==> config.mk <==
export PLATFORM = sky130hd
export DESIGN_NAME = sjis_substring_search
export DESIGN_NICKNAME = d
export VERILOG_FILES = /design/src/rtl/sjss_pkg.sv /design/src/rtl/sjis_substring_search.sv /design/src/rtl/sjss_cfg.sv /design/src/rtl/sjss_front.sv /design/src/rtl/sjss_fifo.sv /design/src/rtl/sjss_back.sv
export SDC_FILE = /design/constraint.sdc
export NUM_CORES = 1
export LEC_CHECK = 0
export BUFFER_PORTS_ARGS = -buffer_cell sky130_fd_sc_hd__buf_2
export CELL_PAD_IN_SITES_DETAIL_PLACEMENT = 2
export CELL_PAD_IN_SITES_GLOBAL_PLACEMENT = 2
export CORE_MARGIN = 8
export CORE_UTILIZATION = 43
export DETAILED_ROUTE_END_ITERATION = 8
export PLACE_DENSITY = 0.92
export SYNTH_ARGS = -nofsm -noshare
export SYNTH_HDL_FRONTEND = slang
export SYNTH_SLANG_ARGS = --single-unit
==> constraint.sdc <==
create_clock -name i_clk -period 7.2 [get_ports i_clk]
set_clock_uncertainty 0.05 [all_clocks]
set_input_delay 0.72 -clock i_clk [delete_from_list [all_inputs] [get_ports i_clk]]
set_output_delay 0.72 -clock i_clk [all_outputs]
set_load 0.005 [all_outputs]
==> src/rtl/sjss_pkg.sv <==
// ----------------------------------------------------------------------------
// sjss_pkg
// Shared types, constants and byte-class helpers for the Shift-JIS aware
// substring search block.
// ----------------------------------------------------------------------------
package sjss_pkg;

    // sizing
    localparam int PATTERN_MAX    = 32;
    localparam int POSITION_BITS  = 20;
    localparam int CFG_WORDS      = 4;
    localparam int WORD_BITS      = 64;
    localparam int CFG_BYTES      = CFG_WORDS * WORD_BITS / 8;
    localparam int LEN_FIELD_BITS = 6;
    localparam int LEN_BITS       = $clog2(PATTERN_MAX + 1);
    localparam int PAT_GROUPS     = (PATTERN_MAX + 7) / 8;
    localparam int CFG_INDEX_BITS = 3;
    localparam int FIFO_DEPTH     = 4;
    localparam int FIFO_PTR_BITS  = $clog2(FIFO_DEPTH);
    localparam int FIFO_CNT_BITS  = $clog2(FIFO_DEPTH + 1);

    // configuration register indexes
    localparam logic [CFG_INDEX_BITS-1:0] CFG_WORD_0    = 3'd0;
    localparam logic [CFG_INDEX_BITS-1:0] CFG_WORD_1    = 3'd1;
    localparam logic [CFG_INDEX_BITS-1:0] CFG_WORD_2    = 3'd2;
    localparam logic [CFG_INDEX_BITS-1:0] CFG_WORD_3    = 3'd3;
    localparam logic [CFG_INDEX_BITS-1:0] CFG_LENGTH    = 3'd4;
    localparam logic [CFG_INDEX_BITS-1:0] CFG_CASE_FOLD = 3'd5;

    typedef logic [POSITION_BITS-1:0] t_pos;

    // one classified text byte on its way from front to back
    typedef struct packed {
        logic [7:0] cbyte;  // byte after optional folding
        logic       trail;  // byte is the second half of a double-byte char
        logic       zero;   // terminator byte
        logic       eot;    // last byte of the string
        t_pos       pos;    // offset of this byte, saturating
    } t_token;

    // pattern compare table, prepared from the configuration registers
    typedef struct packed {
        logic [PATTERN_MAX-1:0][7:0] cmp;
        logic [PATTERN_MAX-1:0]      en;
        logic [PATTERN_MAX-1:0]      len_hot;
        logic                        len_zero;
        t_pos                        len_m1;
    } t_match_cfg;

    typedef struct packed {
        logic [FIFO_CNT_BITS-1:0] count;
        logic                     full;
        logic                     empty;
    } t_fifo_status;

    // lead byte of a double-byte character
    function automatic logic is_lead(input logic [7:0] c);
        return ((c >= 8'h81) && (c <= 8'h9F)) || ((c >= 8'hE0) && (c <= 8'hFC));
    endfunction

    function automatic logic [7:0] upper_ascii(input logic [7:0] c);
        return ((c >= 8'h61) && (c <= 8'h7A)) ? (c - 8'h20) : c;
    endfunction

endpackage

==> src/rtl/sjis_substring_search.sv <==
// ----------------------------------------------------------------------------
// sjis_substring_search
// Shift-JIS aware first-occurrence substring search over a text byte stream.
// ----------------------------------------------------------------------------
// The block takes one text byte per clock cycle while no back-pressure from
// the output holds it off, and gives one result per string: found with the
// offset of the first match, or not-found when a zero byte or an end_of_text
// byte closes the string. A byte passes the front register, a four-entry
// token queue and the Shift-And engine, whose parallel compare against every
// pattern byte sets the rate; the engine writes the result into the output
// register. Configuration writes land in the configuration registers and
// then reach the registered pattern compare table.
module sjis_substring_search (
    input  logic                                i_clk,
    input  logic                                i_rst_n,
    input  logic                                i_in_valid,
    output logic                                o_in_ready,
    input  logic [7:0]                          i_text_byte,
    input  logic                                i_end_of_text,
    output logic                                o_out_valid,
    input  logic                                i_out_ready,
    output logic                                o_found,
    output logic [sjss_pkg::POSITION_BITS-1:0]  o_match_start,
    input  logic                                i_cfg_wen,
    input  logic [sjss_pkg::CFG_INDEX_BITS-1:0] i_cfg_index,
    input  logic [sjss_pkg::WORD_BITS-1:0]      i_cfg_data
);
    import sjss_pkg::*;

    logic         case_fold;
    t_match_cfg   match_cfg;
    logic         f_tok_valid;
    logic         f_tok_ready;
    t_token       f_token;
    logic         q_tok_valid;
    logic         q_tok_ready;
    t_token       q_token;
    t_fifo_status q_status;

    // configuration and compare table
    sjss_cfg u_cfg (
        .i_clk       (i_clk),
        .i_rst_n     (i_rst_n),
        .i_cfg_wen   (i_cfg_wen),
        .i_cfg_index (i_cfg_index),
        .i_cfg_data  (i_cfg_data),
        .o_case_fold (case_fold),
        .o_match_cfg (match_cfg)
    );

    // byte classification
    sjss_front u_front (
        .i_clk         (i_clk),
        .i_rst_n       (i_rst_n),
        .i_in_valid    (i_in_valid),
        .o_in_ready    (o_in_ready),
        .i_text_byte   (i_text_byte),
        .i_end_of_text (i_end_of_text),
        .i_case_fold   (case_fold),
        .o_tok_valid   (f_tok_valid),
        .i_tok_ready   (f_tok_ready),
        .o_token       (f_token)
    );

    // token queue
    sjss_fifo u_fifo (
        .i_clk        (i_clk),
        .i_rst_n      (i_rst_n),
        .i_push_valid (f_tok_valid),
        .o_push_ready (f_tok_ready),
        .i_push_token (f_token),
        .o_pop_valid  (q_tok_valid),
        .i_pop_ready  (q_tok_ready),
        .o_pop_token  (q_token),
        .o_status     (q_status)
    );

    // match engine
    sjss_back u_back (
        .i_clk         (i_clk),
        .i_rst_n       (i_rst_n),
        .i_tok_valid   (q_tok_valid),
        .o_tok_ready   (q_tok_ready),
        .i_token       (q_token),
        .i_match_cfg   (match_cfg),
        .o_out_valid   (o_out_valid),
        .i_out_ready   (i_out_ready),
        .o_found       (o_found),
        .o_match_start (o_match_start)
    );

    // queue never holds more than its depth
    a_fifo_bound: assert property (@(posedge i_clk) disable iff (!i_rst_n)
        q_status.count <= FIFO_CNT_BITS'(FIFO_DEPTH))
        else $error("token queue count beyond depth");

    // queue drains only when it holds a token
    a_fifo_pop: assert property (@(posedge i_clk) disable iff (!i_rst_n)
        (q_tok_valid && q_tok_ready) |-> (q_status.count != '0))
        else $error("token queue popped while empty");

    // a not-found result carries a zero offset
    a_not_found_zero: assert property (@(posedge i_clk) disable iff (!i_rst_n)
        (o_out_valid && !o_found) |-> (o_match_start == '0))
        else $error("not-found result with nonzero offset");

    // reset clears the output valid
    a_reset_out: assert property (@(posedge i_clk)
        !i_rst_n |=> !o_out_valid)
        else $error("output valid after reset");

endmodule

==> src/rtl/sjss_cfg.sv <==
// ----------------------------------------------------------------------------
// sjss_cfg
// Configuration registers and the registered pattern compare table
// (pattern byte classes, folding, length mask).
// ----------------------------------------------------------------------------
module sjss_cfg (
    input  logic                                i_clk,
    input  logic                                i_rst_n,
    input  logic                                i_cfg_wen,
    input  logic [sjss_pkg::CFG_INDEX_BITS-1:0] i_cfg_index,
    input  logic [sjss_pkg::WORD_BITS-1:0]      i_cfg_data,
    output logic                                o_case_fold,
    output sjss_pkg::t_match_cfg                o_match_cfg
);
    import sjss_pkg::*;

    localparam int WORD_SEL_BITS = $clog2(CFG_WORDS);
    localparam int PAD_BYTES     = PAT_GROUPS * 8;

    logic [WORD_BITS-1:0]      r_word [CFG_WORDS];
    logic [LEN_FIELD_BITS-1:0] r_len_raw;
    logic                      r_case_fold;
    t_match_cfg                r_match_cfg;
    t_match_cfg                n_match_cfg;

    logic [PAD_BYTES-1:0][7:0] pbyte;
    logic [PAD_BYTES-1:0]      trail_s0;
    logic [PAD_BYTES-1:0]      trail_s1;
    logic [PAT_GROUPS-1:0]     gend0;
    logic [PAT_GROUPS-1:0]     gend1;
    logic [PAT_GROUPS:0]       gcarry;
    logic                      s0;
    logic                      s1;
    logic                      ptrail;
    logic [LEN_BITS-1:0]       len_c;

    // register writes
    always_ff @(posedge i_clk) begin
        if (!i_rst_n) begin
            for (int w = 0; w < CFG_WORDS; w++) begin
                r_word[w] <= '0;
            end
            r_len_raw   <= '0;
            r_case_fold <= 1'b1;
        end else if (i_cfg_wen) begin
            case (i_cfg_index) inside
                CFG_WORD_0, CFG_WORD_1, CFG_WORD_2, CFG_WORD_3: begin
                    r_word[i_cfg_index[WORD_SEL_BITS-1:0]] <= i_cfg_data;
                end
                CFG_LENGTH: begin
                    r_len_raw <= i_cfg_data[LEN_FIELD_BITS-1:0];
                end
                CFG_CASE_FOLD: begin
                    r_case_fold <= i_cfg_data[0];
                end
                default: begin
                end
            endcase
        end
    end

    // clamp the length to the pattern capacity
    assign len_c = (int'(r_len_raw) > PATTERN_MAX) ? LEN_BITS'(PATTERN_MAX)
                                                   : LEN_BITS'(r_len_raw);

    // pattern byte classes: trail flags by groups of eight, both carry-ins,
    // then a short select chain across the groups
    always_comb begin
        for (int i = 0; i < PAD_BYTES; i++) begin
            if (i < CFG_BYTES) begin
                pbyte[i] = r_word[(i / 8) % CFG_WORDS][(i % 8) * 8 +: 8];
            end else begin
                pbyte[i] = 8'h00;
            end
        end
        s0 = 1'b0;
        s1 = 1'b0;
        for (int g = 0; g < PAT_GROUPS; g++) begin
            s0 = 1'b0;
            s1 = 1'b1;
            for (int k = 0; k < 8; k++) begin
                trail_s0[g * 8 + k] = s0;
                trail_s1[g * 8 + k] = s1;
                s0 = !s0 && is_lead(pbyte[g * 8 + k]);
                s1 = !s1 && is_lead(pbyte[g * 8 + k]);
            end
            gend0[g] = s0;
            gend1[g] = s1;
        end
        gcarry[0] = 1'b0;
        for (int g = 0; g < PAT_GROUPS; g++) begin
            gcarry[g + 1] = gcarry[g] ? gend1[g] : gend0[g];
        end
        ptrail = 1'b0;
        for (int i = 0; i < PATTERN_MAX; i++) begin
            ptrail = gcarry[i / 8] ? trail_s1[i] : trail_s0[i];
            if (!ptrail && !is_lead(pbyte[i]) && r_case_fold) begin
                n_match_cfg.cmp[i] = upper_ascii(pbyte[i]);
            end else begin
                n_match_cfg.cmp[i] = pbyte[i];
            end
            n_match_cfg.en[i]      = (i < int'(len_c)) && (pbyte[i] != 8'h00);
            n_match_cfg.len_hot[i] = (int'(len_c) == (i + 1));
        end
        n_match_cfg.len_zero = (len_c == '0);
        n_match_cfg.len_m1   = (len_c == '0) ? '0 : (t_pos'(len_c) - t_pos'(1));
    end

    // compare table register
    always_ff @(posedge i_clk) begin
        r_match_cfg <= n_match_cfg;
    end

    assign o_case_fold = r_case_fold;
    assign o_match_cfg = r_match_cfg;

endmodule

==> src/rtl/sjss_front.sv <==
// ----------------------------------------------------------------------------
// sjss_front
// Accepts text bytes, tracks lead/trail status and byte offset, folds
// single-byte letters and hands a classified token to the queue.
// ----------------------------------------------------------------------------
module sjss_front (
    input  logic             i_clk,
    input  logic             i_rst_n,
    input  logic             i_in_valid,
    output logic             o_in_ready,
    input  logic [7:0]       i_text_byte,
    input  logic             i_end_of_text,
    input  logic             i_case_fold,
    output logic             o_tok_valid,
    input  logic             i_tok_ready,
    output sjss_pkg::t_token o_token
);
    import sjss_pkg::*;

    logic   r_f_valid;
    logic   r_prev_lead;
    t_pos   r_pos;
    t_token r_token;
    t_token n_token;
    logic   accept;
    logic   lead;

    assign o_in_ready = !r_f_valid || i_tok_ready;
    assign accept     = i_in_valid && o_in_ready;

    // classify the incoming byte
    always_comb begin
        n_token.trail = r_prev_lead;
        n_token.zero  = (i_text_byte == 8'h00);
        n_token.eot   = i_end_of_text;
        n_token.pos   = r_pos;
        lead          = !r_prev_lead && is_lead(i_text_byte);
        if (i_case_fold && !r_prev_lead && !lead) begin
            n_token.cbyte = upper_ascii(i_text_byte);
        end else begin
            n_token.cbyte = i_text_byte;
        end
    end

    // string state and output stage control
    always_ff @(posedge i_clk) begin
        if (!i_rst_n) begin
            r_f_valid   <= 1'b0;
            r_prev_lead <= 1'b0;
            r_pos       <= '0;
        end else begin
            if (accept) begin
                r_f_valid <= 1'b1;
            end else if (i_tok_ready) begin
                r_f_valid <= 1'b0;
            end
            if (accept) begin
                if (n_token.zero || i_end_of_text) begin
                    r_prev_lead <= 1'b0;
                    r_pos       <= '0;
                end else begin
                    r_prev_lead <= lead;
                    if (r_pos != '1) begin
                        r_pos <= r_pos + t_pos'(1);
                    end
                end
            end
        end
    end

    // token payload
    always_ff @(posedge i_clk) begin
        if (accept) begin
            r_token <= n_token;
        end
    end

    assign o_tok_valid = r_f_valid;
    assign o_token     = r_token;

endmodule

==> src/rtl/sjss_fifo.sv <==
// ----------------------------------------------------------------------------
// sjss_fifo
// Short token queue between the front and back parts.
// ----------------------------------------------------------------------------
module sjss_fifo (
    input  logic                   i_clk,
    input  logic                   i_rst_n,
    input  logic                   i_push_valid,
    output logic                   o_push_ready,
    input  sjss_pkg::t_token       i_push_token,
    output logic                   o_pop_valid,
    input  logic                   i_pop_ready,
    output sjss_pkg::t_token       o_pop_token,
    output sjss_pkg::t_fifo_status o_status
);
    import sjss_pkg::*;

    t_token                   r_mem [FIFO_DEPTH];
    logic [FIFO_PTR_BITS-1:0] r_wr_ptr;
    logic [FIFO_PTR_BITS-1:0] r_rd_ptr;
    logic [FIFO_CNT_BITS-1:0] r_count;
    logic                     push;
    logic                     pop;

    assign o_status.count = r_count;
    assign o_status.full  = (r_count == FIFO_CNT_BITS'(FIFO_DEPTH));
    assign o_status.empty = (r_count == '0);

    assign o_push_ready = !o_status.full;
    assign o_pop_valid  = !o_status.empty;
    assign push         = i_push_valid && o_push_ready;
    assign pop          = o_pop_valid && i_pop_ready;
    assign o_pop_token  = r_mem[r_rd_ptr];

    // pointers and fill count
    always_ff @(posedge i_clk) begin
        if (!i_rst_n) begin
            r_wr_ptr <= '0;
            r_rd_ptr <= '0;
            r_count  <= '0;
        end else begin
            if (push) begin
                r_wr_ptr <= (r_wr_ptr == FIFO_PTR_BITS'(FIFO_DEPTH - 1)) ? '0
                                                       : r_wr_ptr + FIFO_PTR_BITS'(1);
            end
            if (pop) begin
                r_rd_ptr <= (r_rd_ptr == FIFO_PTR_BITS'(FIFO_DEPTH - 1)) ? '0
                                                       : r_rd_ptr + FIFO_PTR_BITS'(1);
            end
            if (push && !pop) begin
                r_count <= r_count + FIFO_CNT_BITS'(1);
            end else if (pop && !push) begin
                r_count <= r_count - FIFO_CNT_BITS'(1);
            end
        end
    end

    // storage
    always_ff @(posedge i_clk) begin
        if (push) begin
            r_mem[r_wr_ptr] <= i_push_token;
        end
    end

endmodule

==> src/rtl/sjss_back.sv <==
// ----------------------------------------------------------------------------
// sjss_back
// Shift-And match engine: updates the partial-match vector per token and
// produces one result per string into the output register.
// ----------------------------------------------------------------------------
module sjss_back (
    input  logic                        i_clk,
    input  logic                        i_rst_n,
    input  logic                        i_tok_valid,
    output logic                        o_tok_ready,
    input  sjss_pkg::t_token            i_token,
    input  sjss_pkg::t_match_cfg        i_match_cfg,
    output logic                        o_out_valid,
    input  logic                        i_out_ready,
    output logic                        o_found,
    output logic [sjss_pkg::POSITION_BITS-1:0] o_match_start
);
    import sjss_pkg::*;

    logic [PATTERN_MAX-1:0] r_pm;
    logic                   r_done;
    logic                   r_o_valid;
    logic                   r_found;
    t_pos                   r_start;

    logic [PATTERN_MAX-1:0] n_pm;
    logic                   n_done;
    logic [PATTERN_MAX-1:0] eq;
    logic [PATTERN_MAX-1:0] pm_upd;
    logic                   hit;
    logic                   take;
    logic                   emit;
    logic                   res_found;
    t_pos                   res_start;
    t_pos                   hit_start;

    assign o_tok_ready = !r_o_valid || i_out_ready;
    assign take        = i_tok_valid && o_tok_ready;

    // parallel compare and vector update
    always_comb begin
        for (int i = 0; i < PATTERN_MAX; i++) begin
            eq[i] = i_match_cfg.en[i] && (i_match_cfg.cmp[i] == i_token.cbyte);
        end
        pm_upd = PATTERN_MAX'({r_pm, !i_token.trail}) & eq;
        if (i_match_cfg.len_zero) begin
            hit = !i_token.trail;
        end else begin
            hit = |(pm_upd & i_match_cfg.len_hot);
        end
    end

    // match start, saturating
    always_comb begin
        if (i_match_cfg.len_zero || (i_token.pos == '1)) begin
            hit_start = i_token.pos;
        end else if (i_token.pos >= i_match_cfg.len_m1) begin
            hit_start = i_token.pos - i_match_cfg.len_m1;
        end else begin
            hit_start = '0;
        end
    end

    // per-string result decision
    always_comb begin
        n_pm      = r_pm;
        n_done    = r_done;
        emit      = 1'b0;
        res_found = 1'b0;
        res_start = '0;
        if (i_token.zero) begin
            emit   = !r_done;
            n_pm   = '0;
            n_done = 1'b0;
        end else if (r_done) begin
            if (i_token.eot) begin
                n_pm   = '0;
                n_done = 1'b0;
            end
        end else begin
            n_pm = pm_upd;
            if (hit) begin
                emit      = 1'b1;
                res_found = 1'b1;
                res_start = hit_start;
                n_done    = 1'b1;
            end
            if (i_token.eot) begin
                if (!hit) begin
                    emit = 1'b1;
                end
                n_pm   = '0;
                n_done = 1'b0;
            end
        end
    end

    // match state and output valid
    always_ff @(posedge i_clk) begin
        if (!i_rst_n) begin
            r_pm      <= '0;
            r_done    <= 1'b0;
            r_o_valid <= 1'b0;
        end else begin
            if (take) begin
                r_pm   <= n_pm;
                r_done <= n_done;
            end
            if (take && emit) begin
                r_o_valid <= 1'b1;
            end else if (i_out_ready) begin
                r_o_valid <= 1'b0;
            end
        end
    end

    // result payload
    always_ff @(posedge i_clk) begin
        if (take && emit) begin
            r_found <= res_found;
            r_start <= res_start;
        end
    end

    assign o_out_valid   = r_o_valid;
    assign o_found       = r_found;
    assign o_match_start = r_start;

endmodule

# [Word level (Yosys, flattened, before mapping)]
# Memories as Yosys holds them, arrays and structs flattened. A register that Yosys moved wholly into a read port is not among the register bits.
# Cells that the tools add are included.
[totals] mem_bits_rw=380 elab_cells=1008 input_bits=81 latchBits=0 ff_bits=462 romBits=0 out_inout_bits=23 mem_count=2
[op_classes] reduce_logical=467 n_addsub=40 eq_ne=76 order_cmp=232 shifts=0 mul=0 bitwise=5 n_mux=132 div=0
[memory_table] memory="u_cfg.r_word" depth=4 width=64 read_ports=4 rd_ports_with_merged_regs=0 write_ports=4 line="sjss_cfg.sv:20" rtl="logic [WORD_BITS-1:0] r_word [CFG_WORDS];"
[memory_table] memory="u_fifo.r_mem" depth=4 width=31 read_ports=1 rd_ports_with_merged_regs=1 write_ports=1 line="sjss_fifo.sv:18" rtl="t_token r_mem [FIFO_DEPTH];"
[op_table] op="8-bit >= comparator, second input constant" count=66
[op_table] op="8-bit less-or-equal comparator, second input constant" count=66
[op_table] op="8-bit two-way mux" count=66
[op_table] op="1-bit logical AND" count=279
[op_table] op="8-bit by 7-bit >= comparator with 1-bit output, second input constant" count=33
[op_table] op="8-bit by 7-bit less-or-equal comparator with 1-bit output, second input constant" count=33
[op_table] op="8-bit by 6-bit subtractor with 8-bit output, second input constant" count=33
[op_table] op="8-bit equality test" count=32
[op_table] op="8-bit nonzero test" count=32
[op_table] op="31-bit two-way mux" count=4
[op_table] op="1-bit logical NOT" count=103
[op_table] op="6-bit equality test, second input constant" count=17
[op_table] op="5-bit by 6-bit < comparator with 1-bit output, first input constant" count=16
[op_table] op="20-bit two-way mux" count=4
[op_table] op="32-bit bitwise AND" count=2
[op_table] op="64-bit two-way mux" count=1
[op_table] op="64-bit OR reduction" count=1
[op_table] op="1-bit two-way mux" count=49
[op_table] op="6-bit by 5-bit equality test with 1-bit output, second input constant" count=8
[op_table] op="4-bit by 6-bit < comparator with 1-bit output, first input constant" count=8
[op_table] op="1-bit logical OR" count=37
[op_table] op="32-bit OR reduction" count=1
[op_table] op="6-bit by 4-bit equality test with 1-bit output, second input constant" count=4
[op_table] op="3-bit by 6-bit < comparator with 1-bit output, first input constant" count=4
[op_table] op="34 further kinds" count=53

# [Logic depth before layout (Yosys ltp)]
# An unclocked memory read counts as a cell.
[depth] depth_word=25 mapped_depth=19 depth_no_buf=15

# [By module]
# From an unflattened synthesis, not the netlist that was laid out.
[hier_totals] hier_cells=3077 hier_area_um2=35607.9
[modules_own_cells] mod="sjss_cfg" n_inst=1 cells_each=1842 area_per_inst_um2=21538.2
[modules_own_cells] mod="sjss_back" n_inst=1 cells_each=826 area_per_inst_um2=6840.3
[modules_own_cells] mod="sjss_fifo" n_inst=1 cells_each=214 area_per_inst_um2=4933.5
[modules_own_cells] mod="sjss_front" n_inst=1 cells_each=195 area_per_inst_um2=2296.0

# [Worst setup path before layout]
# No wires, ideal clock.
[synth_path] path_kind="input -> register" startpoint="input port i_cfg_index[0] (netlist bit)" endpoint="memory u_cfg.r_word[0][0] (enable)" required_time_ps=6576 slack_ps=835 t_arrival_ps=5741 path_stages=3 n_path_buf=1 path_cell_list="or2_2 -> clkbuf_1 -> o21ai_0"
[synth_rtl] element="start, declared" line="sjis_substring_search.sv:25" rtl="input logic [sjss_pkg::CFG_INDEX_BITS-1:0] i_cfg_index,"
[synth_rtl] element="end, declared" line="sjss_cfg.sv:20"

==> flow_metrics.tcl <==
set metrics [dict create \
    status "finished clean" \
    cts_root_buffer "clkbuf_16" \
    ant_nets 0 \
    synth_flop_cell "edfxtp_1" \
    wirelength_um 159000 \
    finalSetupTns_ps 0 \
    start_util 0.433 \
    min_from "i_text_byte[1]" \
    final_cells 4303 \
    seq_area_frac_synth 0.601 \
    swShare 0.358 \
    grt_pass1_wl_um 229000 \
    wl_per_cell_um 37.0 \
    drive_gt1_frac 0.112 \
    hpwl_um 96400 \
    die_w_um 301 \
    synth_cell_type_count 82 \
    internal-power_w 0.00935 \
    period_minus_slack_ps 6090 \
    synth_edf_count 432 \
    post_cts_buffers 0 \
    netlist.top_cell.by_area "edfxtp_1" \
    power_w 0.0146 \
    cts_buffers 87 \
    worst_slew_pin_slew_ps 1330 \
    ys.warnings.count 0 \
    hold_path_class "input port to flip-flop" \
    fillers 7807 \
    remaining_drc_errors 0 \
    min_path_cells 1 \
    cts_resized 0 \
    avgSynthCellArea_um2 11.5 \
    clk_latency_ps 680 \
    power.static_leakage_nw 14.7 \
    arrival_ps 6320 \
    slew_headroom 0.108 \
    p_sw_w 0.00521 \
    irDropWorstVdd_mv 0.207 \
    via_count 28300 \
    postCtsHoldBufs 0 \
    fmax_mhz 164 \
    clk_path_buf_depth 3 \
    syn_inst 3029 \
    rsz0062_at_grt "no" \
    fin_ws_ps 1110 \
    nets 3345 \
    worstSetupPathType "flip-flop to flip-flop" \
    worstPathRequired_ps 7430 \
    path_max_fanout 33 \
    die_area_um2 90400 \
    final_util 0.491 \
    core_area_um2 80400 \
    drt-vias-per-instance 6.57 \
    cts.reportedPaths.clkPinSlew_ps 70 \
    syn_nets 3210 \
    p_per_area_nw_per_um2 369 \
    place_inst 4135 \
    end_kind "flip-flop" \
    antenna_found_initial 5 \
    start_kind "flip-flop" \
    port_buffers 103 \
    cts_tree "built" \
    grt_usage 0.342 \
    p_comb_frac 0.268 \
    grt_start_max_net_pins 67 \
    initialDrtViolationCount 3213 \
    min_period_over_period 0.846 \
    place_ws_ps 1750 \
    reg2reg_depth 11 \
    final_max_slew_viol_count 0 \
    ios 104 \
    clkSinkCount 831 \
    synth-seq-cells 831 \
    p_clk_frac 0.331 \
    routabilityCongestion 0.879 \
    dieHeight_um 301 \
    area_growth_pct 13.3 \
    finalSetupViolCount 0 \
    hold_viol_final 0 \
    dr.pass1.iters 6 \
    htreeDepth 3 \
    seq_power_share 0.401 \
    maxCapViolCount 0 \
    synthTopCellsByArea "edfxtp_1 37%, dfxtp_1 23%, xnor2_1 5.9%" \
    async_reset_ff_frac 0 \
    num_rows 104 \
    overflow 0 \
    yosys.area.top_type_share 0.372 \
    grt_pass1_vias 31200 \
    netlist_area_um2 34900 \
]
## cell families after synthesis
logic type               Yosys count  share of synthesized area
AND/OR/NAND/NOR                 1038                      0.142
multiplexers                      65                     0.0299
flip-flops                       831                      0.601
AO/OA/AOI/OAI                    421                     0.0822
adder cells (fa/ha/maj)          100                     0.0363
other                              1                   0.000108
XOR/XNOR                         292                     0.0734
buffers and inverters            281                     0.0346
## area by class of cell
type | count | area (um^2) | share of cell area
sequential | 831 | 21000 | 0.531
multi-input combinational | 1917 | 12800 | 0.323
clock buffer | 137 | 2640 | 0.0669
tap | 1060 | 1330 | 0.0336
timing repair buffer | 141 | 801 | 0.0203
inverter | 186 | 698 | 0.0177
clock inverter | 26 | 267 | 0.00675
antenna | 5 | 12.5 | 0.000317
## path summary, 6_finish.rpt
check / slack, ps / endpoint
setup / recovery: 1110 / u_back.o_match_start[13]
hold / removal: 250 / u_front.o_token[24]
setup reg to reg: 1110 / u_back.o_match_start[13]
hold reg to reg: 360 / u_cfg.o_match_cfg[326]
## worst max-delay path: stages (launching register included)
cell and delay, ps:
dfxtp_2 880, mux4_2 1010, buf_4 400, xnor2_1 200, nand4_1 170, nor4_1 110, a2111oi_0 930, nand4_1 320
or4_1 550, o21ai_2 390, a211o_1 260, inv_1 390
## power by group through the flow
stage	registers [W]	clock network, W	logic, W
after global routing	0.00585	0.00497	0.00400
after CTS	0.00582	0.00481	0.00375
after detailed placement	0.00588	0	0.00350
after global placement	0.00582	0	0.00315
after floorplan	0.00567	0	0.00246
final	0.00583	0.00482	0.00390
## state kept, by name, indices dropped and copies added (netlist names), named ones only
register,count
u_back.r_pm,31
u_back.o_match_start,20
u_back.r_done,1
u_front.r_prev_lead,1
u_fifo.r_count,3
u_fifo.r_mem,124
u_cfg.r_len_raw,6
u_cfg.o_match_cfg,328
u_cfg.r_word,256
u_back.o_found,1
u_fifo.r_wr_ptr,2
u_front.r_pos,20
u_back.o_out_valid,1
u_front.o_token,31
u_fifo.r_rd_ptr,2
u_front.o_tok_valid,1
u_cfg.o_case_fold,1
## layout by cell type, fill, tap and decap left out, types with 93 or more instances in the layout
master     netlist  layout
xnor2_1        236     236
clkbuf_16        0      93
a21oi_1        118     118
ha_1            98      98
nor2_1         399     398
nand2_1        205     205
dfxtp_1        399     396
inv_1          186     185
edfxtp_1       432     432
buf_2           17     103
## routing by layer
metal | global-route usage | vias up | part of all wire
met5 | 0 | - | 0.000075
met4 | 0.230 | 2 | 0.078
met3 | 0.0737 | 756 | 0.080
met2 | 0.569 | 1911 | 0.48
met1 | 0.396 | 14500 | 0.36
li1 | - | 11100 | -
## stage by stage
| step | hold WS, ps | instance area, um^2 |
|---|---|---|
| after global routing | 233 | 39500 |
| after detailed placement | 331 | 36600 |
| after CTS | 225 | 39500 |
| final | 254 | 39500 |
| after floorplan | 304 | 34900 |
| after global placement | 325 | 36600 |
## synth_stat cells, types with 12 or more instances
cell,number
a31oi_1,22
clkbuf_1,45
buf_1,14
nor2_1,399
a21o_1,39
ha_1,98
nand4b_1,14
xnor2_1,236
a41oi_1,12
nand2b_1,23
mux4_2,31
a21oi_1,118
a22oi_1,42
nor4b_1,27
and3_1,14
nor4_1,39
nand4_1,54
nand2_1,205
nor3_1,92
nand3_1,76
mux2i_1,33
buf_6,12
o21ai_0,48
o2111ai_1,13
dfxtp_1,399
xor2_1,56
or4_1,13
buf_2,17
inv_1,186
a211oi_1,14
edfxtp_1,432
and2_1,25
Power figures use the tool's default switching activity.
